### src/rtl/spq_pkg.sv
// ----------------------------------------------------------------------------
// spq_pkg
// Shared types and codes for the sorted priority queue with cancel.
// ----------------------------------------------------------------------------
package spq_pkg;

  localparam logic [1:0] CMD_INSERT  = 2'd0;
  localparam logic [1:0] CMD_EXTRACT = 2'd1;
  localparam logic [1:0] CMD_CANCEL  = 2'd2;

  localparam logic [1:0] ST_OK       = 2'd0;
  localparam logic [1:0] ST_EMPTY    = 2'd1;
  localparam logic [1:0] ST_FULL     = 2'd2;
  localparam logic [1:0] ST_NOTFOUND = 2'd3;

  typedef struct packed {
    logic [1:0]         cmd;
    logic [15:0]        order_id;
    logic signed [15:0] priority_req;
  } req_t;

  typedef struct packed {
    logic [15:0] out_id;
    logic        out_valid;
    logic [1:0]  status;
    logic [4:0]  entry_count;
  } rsp_t;

  typedef enum logic {
    FSM_IDLE,
    FSM_EXEC
  } fsm_state_t;

  // controller to datapath
  typedef struct packed {
    logic load;       // capture the request
    logic cancel_rm;  // drop the first matching entry
    logic emit;       // apply insert/extract and write the result register
  } ctl_t;

  // datapath to controller
  typedef struct packed {
    logic cancel_pending;  // cancel request with a match still stored
    logic rsp_busy;        // result register holds a result not taken this cycle
  } sts_t;

endpackage

### src/rtl/spq_ctrl.sv
// ----------------------------------------------------------------------------
// spq_ctrl
// Sequencer: takes one request, runs the cancel sweep, then emits the result.
// ----------------------------------------------------------------------------
module spq_ctrl
  import spq_pkg::*;
(
  input  logic clk,
  input  logic rst,
  input  logic req_valid,
  output logic req_ready,
  input  sts_t sts,
  output ctl_t ctl
);

  fsm_state_t state, state_next;

  always_ff @(posedge clk) begin
    if (rst) begin
      state <= FSM_IDLE;
    end else begin
      state <= state_next;
    end
  end

  always_comb begin
    state_next = state;
    case (state)
      FSM_IDLE: begin
        if (req_valid) begin
          state_next = FSM_EXEC;
        end
      end
      FSM_EXEC: begin
        if (!sts.cancel_pending && !sts.rsp_busy) begin
          state_next = FSM_IDLE;
        end
      end
      default: state_next = FSM_IDLE;
    endcase
  end

  always_comb begin
    req_ready     = 1'b0;
    ctl.load      = 1'b0;
    ctl.cancel_rm = 1'b0;
    ctl.emit      = 1'b0;
    case (state)
      FSM_IDLE: begin
        req_ready = 1'b1;
        ctl.load  = req_valid;
      end
      FSM_EXEC: begin
        // remove matches one per cycle, then wait for a free result slot
        if (sts.cancel_pending) begin
          ctl.cancel_rm = 1'b1;
        end else if (!sts.rsp_busy) begin
          ctl.emit = 1'b1;
        end
      end
      default: begin
        req_ready = 1'b0;
      end
    endcase
  end

endmodule

### src/rtl/spq_datapath.sv
// ----------------------------------------------------------------------------
// spq_datapath
// Sorted shift-register chain with parallel compare, request and result regs.
// ----------------------------------------------------------------------------
module spq_datapath
  import spq_pkg::*;
#(
  parameter int DEPTH = 16
) (
  input  logic clk,
  input  logic rst,
  input  req_t req_data,
  input  ctl_t ctl,
  output sts_t sts,
  input  logic rsp_ready,
  output logic rsp_valid,
  output rsp_t rsp_data
);

  localparam int CW = $clog2(DEPTH + 1);

  req_t               cur;
  logic signed [15:0] prio [DEPTH];
  logic [15:0]        ident [DEPTH];
  logic [CW-1:0]      count;
  logic [CW-1:0]      count_after;
  logic               found;
  logic               full;
  logic               do_ins;
  logic               do_ext;
  logic [DEPTH-1:0]   gt;
  logic [DEPTH-1:0]   match;
  logic [DEPTH-1:0]   pre;
  logic [CW+4:0]      cnt_ext;
  rsp_t               res;

  assign full   = (count == CW'(DEPTH));
  assign do_ins = ctl.emit && (cur.cmd == CMD_INSERT) && !full;
  assign do_ext = ctl.emit && (cur.cmd == CMD_EXTRACT) && (count != '0);

  for (genvar g = 0; g < DEPTH; g++) begin : g_slot
    logic               prev_gt;
    logic signed [15:0] dn_p;
    logic [15:0]        dn_id;
    logic signed [15:0] up_p;
    logic [15:0]        up_id;

    assign gt[g]    = (CW'(g) < count) && (cur.priority_req < prio[g]);
    assign match[g] = (CW'(g) < count) && (ident[g] == cur.order_id);
    assign pre[g]   = |match[g:0];

    if (g == 0) begin : g_head
      assign prev_gt = 1'b0;
      assign dn_p    = cur.priority_req;
      assign dn_id   = cur.order_id;
    end else begin : g_body
      assign prev_gt = gt[g-1];
      assign dn_p    = prio[g-1];
      assign dn_id   = ident[g-1];
    end

    if (g == DEPTH - 1) begin : g_tail
      assign up_p  = prio[g];
      assign up_id = ident[g];
    end else begin : g_inner
      assign up_p  = prio[g+1];
      assign up_id = ident[g+1];
    end

    always_ff @(posedge clk) begin
      if (do_ins) begin
        // shift right behind the insertion point, drop the new entry in at it
        if (prev_gt) begin
          prio[g]  <= dn_p;
          ident[g] <= dn_id;
        end else if (gt[g] || (CW'(g) == count)) begin
          prio[g]  <= cur.priority_req;
          ident[g] <= cur.order_id;
        end
      end else if (do_ext || (ctl.cancel_rm && pre[g])) begin
        prio[g]  <= up_p;
        ident[g] <= up_id;
      end
    end
  end

  always_ff @(posedge clk) begin
    if (ctl.load) begin
      cur <= req_data;
    end
  end

  always_ff @(posedge clk) begin
    if (rst) begin
      count <= '0;
      found <= 1'b0;
    end else begin
      if (do_ins) begin
        count <= count + 1'b1;
      end else if (do_ext || ctl.cancel_rm) begin
        count <= count - 1'b1;
      end
      if (ctl.load) begin
        found <= 1'b0;
      end else if (ctl.cancel_rm) begin
        found <= 1'b1;
      end
    end
  end

  always_comb begin
    count_after = count;
    if (do_ins) begin
      count_after = count + 1'b1;
    end else if (do_ext) begin
      count_after = count - 1'b1;
    end
  end

  assign cnt_ext = (CW + 5)'(count_after);

  always_comb begin
    res.out_id      = '0;
    res.out_valid   = 1'b0;
    res.status      = ST_OK;
    res.entry_count = cnt_ext[4:0];
    case (cur.cmd)
      CMD_INSERT: begin
        if (full) begin
          res.status = ST_FULL;
        end
      end
      CMD_EXTRACT: begin
        if (count == '0) begin
          res.status = ST_EMPTY;
        end else begin
          res.out_id    = ident[0];
          res.out_valid = 1'b1;
        end
      end
      CMD_CANCEL: begin
        if (!found) begin
          res.status = ST_NOTFOUND;
        end
      end
      default: begin
        res.status = ST_OK;
      end
    endcase
  end

  always_ff @(posedge clk) begin
    if (rst) begin
      rsp_valid <= 1'b0;
    end else if (ctl.emit) begin
      rsp_valid <= 1'b1;
    end else if (rsp_ready) begin
      rsp_valid <= 1'b0;
    end
  end

  always_ff @(posedge clk) begin
    if (ctl.emit) begin
      rsp_data <= res;
    end
  end

  assign sts.cancel_pending = (cur.cmd == CMD_CANCEL) && (|match);
  assign sts.rsp_busy       = rsp_valid && !rsp_ready;

endmodule

### src/rtl/sorted_priority_queue_with_cancel.sv
// ----------------------------------------------------------------------------
// sorted_priority_queue_with_cancel
// Priority queue of up to DEPTH (priority, id) entries kept in ascending
// order, with insert, extract-minimum and cancel-by-id.
// ----------------------------------------------------------------------------
//  channel  signals                        transfer when
//  req      req_valid req_ready req_data   req_valid && req_ready
//  rsp      rsp_valid rsp_ready rsp_data   rsp_valid && rsp_ready
//
//  Insert, extract and unused codes are captured, then pass once through
//  the compare-and-shift chain. A cancel first has the chain drop its
//  matching entries, one match per cycle, before the result is emitted.
//  A request is taken while the previous result still waits; it holds in
//  the execute step until the result register frees.
//  Reset empties the queue at once; no clearing pass.
// ----------------------------------------------------------------------------
module sorted_priority_queue_with_cancel
  import spq_pkg::*;
#(
  parameter int DEPTH = 16
) (
  input  logic clk,
  input  logic rst,
  input  logic req_valid,
  output logic req_ready,
  input  req_t req_data,
  output logic rsp_valid,
  input  logic rsp_ready,
  output rsp_t rsp_data
);

  ctl_t ctl;
  sts_t sts;

  spq_ctrl u_ctrl (
    .clk       (clk),
    .rst       (rst),
    .req_valid (req_valid),
    .req_ready (req_ready),
    .sts       (sts),
    .ctl       (ctl)
  );

  spq_datapath #(
    .DEPTH (DEPTH)
  ) u_dp (
    .clk       (clk),
    .rst       (rst),
    .req_data  (req_data),
    .ctl       (ctl),
    .sts       (sts),
    .rsp_ready (rsp_ready),
    .rsp_valid (rsp_valid),
    .rsp_data  (rsp_data)
  );

`ifndef SYNTHESIS
  a_busy_after_req: assert property (@(posedge clk) disable iff (rst)
    req_valid && req_ready |=> !req_ready)
    else $error("request taken while previous one still executing");

  a_extract_ok: assert property (@(posedge clk) disable iff (rst)
    rsp_valid && rsp_data.out_valid |-> rsp_data.status == ST_OK)
    else $error("extracted id carries a failure status");

  a_id_zero: assert property (@(posedge clk) disable iff (rst)
    rsp_valid && !rsp_data.out_valid |-> rsp_data.out_id == 16'd0)
    else $error("id present on a non-extract result");
`endif

endmodule
### config.mk
export PLATFORM = sky130hd
export DESIGN_NAME = sorted_priority_queue_with_cancel
export DESIGN_NICKNAME = d
export VERILOG_FILES = /design/src/rtl/spq_pkg.sv /design/src/rtl/spq_ctrl.sv /design/src/rtl/spq_datapath.sv /design/src/rtl/sorted_priority_queue_with_cancel.sv
export SDC_FILE = /design/constraint.sdc
export NUM_CORES = 2
export LEC_CHECK = 0
export BUFFER_PORTS_ARGS = -buffer_cell sky130_fd_sc_hd__buf_4
export CAP_MARGIN = 40
export CELL_PAD_IN_SITES_DETAIL_PLACEMENT = 2
export CELL_PAD_IN_SITES_GLOBAL_PLACEMENT = 2
export CORE_ASPECT_RATIO = 1.2
export CORE_MARGIN = 10
export CORE_UTILIZATION = 47
export CTS_BUF_LIST = sky130_fd_sc_hd__clkbuf_4
export DETAILED_ROUTE_END_ITERATION = 10
export PLACE_DENSITY_LB_ADDON = 0.1
export SYNTH_ARGS = -nofsm -noshare
export SYNTH_HDL_FRONTEND = slang
export SYNTH_SLANG_ARGS = --single-unit
### constraint.sdc
create_clock -name clk -period 15.2 [get_ports clk]
set_clock_uncertainty 0.15 [all_clocks]
set_input_delay 2.28 -clock clk [delete_from_list [all_inputs] [get_ports clk]]
set_output_delay 2.28 -clock clk [all_outputs]
set_load 0.01 [all_outputs]
# Yosys cells after proc, flatten, opt, wreduce, memory -nomap -nowiden

Memory sizes are Yosys's and may differ from the RTL's.
Cells that the tools add are included.

Memories kept: 2
Output and inout port bits: 26
Bits in writable memories: 512
Register bits: 66

Memories:

| memory     | depth | width | rd ports | clocked after memory_dff | wr ports | RTL line           | text |
|---|---|---|---|---|---|---|---|
| u_dp.ident | 16    | 16    | 16       | 0                        | 16       | spq_datapath.sv:24 | `logic [15:0] ident [DEPTH];` |
| u_dp.prio  | 16    | 16    | 16       | 0                        | 16       | spq_datapath.sv:23 | `logic signed [15:0] prio [DEPTH];` |

$add $sub $neg: 2
Magnitude comparators: 32
Eq/ne operators: 34
Reductions and logical operators: 114
Bitwise operators: 64
Multiplexer cells: 238

Operators with widths:

| operator                                                              | count |
|---|---|
| 16-bit 2-to-1 mux                                                     | 62 |
| 16-bit equality test                                                  | 16 |
| 16-bit < comparator                                                   | 16 |
| 1-bit 2-to-1 mux                                                      | 167 |
| 1-bit bitwise OR                                                      | 62 |
| 1-bit logical AND                                                     | 55 |
| 4-bit by 5-bit equality test with 1-bit output (first input constant) | 8 |
| 4-bit by 5-bit < comparator with 1-bit output (first input constant)  | 8 |
| 1-bit logical OR                                                      | 33 |
| 3-bit by 5-bit equality test with 1-bit output (first input constant) | 4 |
| 3-bit by 5-bit < comparator with 1-bit output (first input constant)  | 4 |
| 5-bit 2-to-1 mux                                                      | 4 |
| 16-bit OR reduction                                                   | 1 |
| 15-bit OR reduction                                                   | 1 |
| 14-bit OR reduction                                                   | 1 |
| 13-bit OR reduction                                                   | 1 |
| 12-bit OR reduction                                                   | 1 |
| 11-bit OR reduction                                                   | 1 |
| 2-bit by 5-bit equality test with 1-bit output (first input constant) | 2 |
| 1-bit by 5-bit < comparator with 1-bit output (first input constant)  | 2 |
| 2-bit by 5-bit < comparator with 1-bit output (first input constant)  | 2 |
| 10-bit OR reduction                                                   | 1 |
| 9-bit OR reduction                                                    | 1 |
| 8-bit OR reduction                                                    | 1 |
| 21 further kinds                                                      | 30 |

# Depth between registers and ports, before layout

An unclocked memory read counts as a cell.

Word-level depth: 14
Mapped depth: 14
Mapped depth without buffers: 10

# Modules after synthesis

A second synthesis with hierarchy kept.

Cells, all modules: 3683
Area total of the unflattened synthesis: 39166.3 um^2

Modules (own cells, without submodules):

| module       | instances | cells an instance | area each (um^2) |
|---|---|---|---|
| spq_datapath | 1         | 3676              | 39093.7 |
| spq_ctrl     | 1         | 7                 | 72.6 |

# Least setup slack after synthesis

OpenSTA, ideal clock, no wires.

Kind: input to register
From: input port rsp_ready
To: memory u_dp.ident[3][0], enable pin
Arrival time: 5.641 ns
Stages on the path: 6
Setup time: 0.466 ns
Path slack: 8.944 ns
Path through: nand2b_1 > nand2_1 > or4_1 > buf_2 > clkbuf_1 > o21ai_0

RTL lines:

| item        | RTL line                                | text |
|---|---|---|
| from (decl) | sorted_priority_queue_with_cancel.sv:28 | `input logic rsp_ready,` |
| to (decl)   | spq_datapath.sv:24                      |  |

==> impl_metrics.tcl <==
set metrics [dict create \
    vias 39700 \
    synthCells 4216 \
    finalSetupViolations 0 \
    initial_core_util 0.472 \
    hpwl_um 130000 \
    antenna_found_initial 5 \
    tightest_slew_ns 0.968 \
    fp.dieW_um 293 \
    synthArstFlopShare 0 \
    grt_pass1_wl_um 289000 \
    layout_common_cells "edfxtp_1 (570), o21ai_0 (393), nand3_1 (381)" \
    fmax_mhz 161 \
    ctsRootBufferMaster "clkbuf_4" \
    dr.pass1.iters 6 \
    rsz0062_at_grt "false" \
    postLayoutCellArea_sq_um 45400 \
    seq_area_frac_synth 0.411 \
    synth_cell_types 89 \
    final_nets 4455 \
    holdPathEnd "u_dp.found$_SDFFE_PP0P_" \
    synth_seq_cells 578 \
    critPathMaxFanout 145 \
    core_sq_um 89000 \
    synth_top_area_share 0.407 \
    path_clk_slew_ns 0.09 \
    setup_tns_ns 0 \
    grt_start_max_net_pins 146 \
    h-tree-depth 4 \
    netlist_area_sq_um 42000 \
    worst_ep_required_time_ns 15.81 \
    via_per_inst 7.27 \
    max-vdd-ir-drop_mv 0.0723 \
    tritoncts "yes" \
    path_class "reg2reg" \
    crit_path_end_kind "flop" \
    max-cap-violations 0 \
    cts_made_buffers 163 \
    ant_nets 0 \
    port_buffers 63 \
    power_leakage_nw 15.6 \
    use_met2 0.627 \
    hold_class "reg2reg" \
    grt_util_all_layers 0.378 \
    reg2reg_depth 13 \
    clock_sinks 578 \
    grt_pass1_vias 42300 \
    grt_busiest_layer "met2" \
    ioPinCount 64 \
    reg2reg_from "u_dp.g_slot[0].dn_id[5]$_DFFE_PP_" \
    postCtsHoldBufs 0 \
    hold_viol 0 \
    finalNonFillerCells 5460 \
    yosys_most_used_dff "edfxtp_1" \
    yosys.area.top_type "edfxtp_1" \
    die_h_um 348 \
    p_total_mw 3.72 \
    clock_path_buffers 3 \
    rows 120 \
    r2r_end "u_dp.ident[12][1]$_DFFE_PP_" \
    cts_resized 0 \
    routedWlPerCell_um 36.4 \
    slew-limit-headroom 0.353 \
    drc 0 \
    postCtsSetupBuffers 0 \
    reg2reg_slack_ns 8.97 \
    holdPathStages 2 \
    nFillCells 9162 \
    hp-start "u_dp.found$_SDFFE_PP0P_" \
    period_minus_slack_ns 6.23 \
    yosysWarnings 0 \
    drt_wl_total_um 198000 \
    layout.cells.most_common "edfxtp_1" \
    final_max_slew_viol_count 0 \
    drive_gt1_frac 0.162 \
    fin_crit_sh 0.410 \
    synth_area_leaders "edfxtp_1 (41%), ha_1 (7.3%), a31oi_1 (5.5%)" \
    power.density_nw_per_um2 81.9 \
    synth_area_per_cell_sq_um 9.97 \
    syn_nets 4499 \
    place_area_sq_um 43200 \
    outcome "finished, final reports clean" \
    grt_overflow 0 \
    area_delta_synth_final_pct 8.04 \
    arrival_ns 6.84 \
    synth_edf_count 570 \
    dpl.cell_count 5161 \
    grt_use_met3 0.0709 \
    dieArea_sq_um 102000 \
    gp_congestion 0.921 \
    clk_latency_ns 1.19 \
    met1_usage 0.426 \
    start_kind "flop" \
    first_iter_violations 4121 \
]
[worst max path at each step]
stage	start	endpoint	cells past startpoint
floorplan	rsp_ready	u_dp.ident[3][0]$_DFFE_PP_	6
global placement	rsp_ready	u_dp.ident[11][4]$_DFFE_PP_	12
detailed placement	rsp_ready	u_dp.ident[11][11]$_DFFE_PP_	12
CTS	u_dp.g_slot[0].dn_id[15]$_DFFE_PP_	u_dp.ident[12][1]$_DFFE_PP_	14
global route	u_dp.g_slot[0].dn_id[5]$_DFFE_PP_	u_dp.ident[12][4]$_DFFE_PP_	13
finish	u_dp.g_slot[0].dn_id[5]$_DFFE_PP_	u_dp.ident[12][1]$_DFFE_PP_	13
[layout make-up]
type,count,area [sq um],share of cell area
inverters,261,980,0.0216
repair buffers,212,1850,0.0408
clock buffers,244,1830,0.0403
multi-input cells,2956,21800,0.479
flip-flops and latches,578,17300,0.380
well taps,1159,1450,0.0319
clock inverters,46,264,0.00581
diodes,4,10.0,0.000220
[through the flow]
step / setup slack [ns] / hold WS (ns) / util
6_report: 8.97 / 0.408 / 0.510
5_1_grt: 8.93 / 0.442 / 0.510
4_1_cts: 9.37 / 0.413 / 0.509
3_5_place_dp: 8.57 / 0.366 / 0.486
3_3_place_gp: 8.65 / 0.339 / 0.482
2_1_floorplan: 8.94 / 0.313 / -
[sequential cells by signal, summed over array words and instances (netlist names), 2 cells and up]
| name | flops |
|---|---|
| u_dp.rsp_data | 24 |
| u_dp.g_slot.dn_id | 16 |
| u_dp.count | 5 |
| u_dp.cur | 2 |
| u_dp.prio | 256 |
| u_dp.ident | 256 |
| u_dp.g_slot.dn_p | 16 |
[synthesized netlist by cell type, drive strengths merged, types with 5 or more instances]
cell and instances:
a2111oi 8, a211o 9, a211oi 307, a21o 49, a21oi 79, a221oi 64
a31oi 370, a41oi 10, and2 22, and3 20, buf 162, clkbuf 259
dfxtp 8, edfxtp 570, ha 245, inv 261, mux2 165, mux2i 92
nand2 81, nand2b 28, nand3 382, nand4 62, nor2 59, nor2b 15
nor3 36, nor3b 8, nor4 44, nor4b 6, o211a 6, o211ai 15
o21a 7, o21ai 412, o311ai 8, or2 13, or3 11, or4 5
xnor2 120, xor2 141
[critical path, stage by stage, from the launching register on]
cell and delay (ns):
edfxtp_1 0.48, buf_4 0.57, xor2_1 0.18, nor4_1 0.85
nand3_1 0.35, o32ai_1 0.61, nand4bb_1 0.32, o311ai_4 0.12
buf_12 0.27, buf_12 0.37, a22o_1 0.32, buf_4 0.24
nand2_1 0.45, buf_4 0.40
[report_power, final]
| group | leakage [nW] | internal, mW | switching [mW] | total, mW |
|---|---|---|---|---|
| Combinational | 9.14 | 0.109 | 0.267 | 0.377 |
| Sequential | 5.23 | 1.75 | 0.0132 | 1.76 |
| Clock | 1.24 | 0.756 | 0.830 | 1.59 |
[cells by family (layout without fill, tap and decap cells)]
kind of cell             after synthesis  in the layout  synth area share
AO/OA/AOI/OAI                       1385           1385             0.214
multiplexers                         257            257            0.0683
XOR/XNOR                             261            261            0.0544
adder cells (fa/ha/maj)              245            245            0.0729
buffers and inverters                682            763            0.0760
other                                  0              4                 0
AND/OR/NAND/NOR                      808            808             0.103
flip-flops                           578            578             0.411
[per-layer routing]
layer | wire, um | up-vias
met4 | 17300 | 4
met3 | 14000 | 916
met1 | 72300 | 20200
met2 | 94900 | 2278
li1 | - | 16300
met5 | 18 | -
No activity file was read; power rests on OpenSTA's default activity.
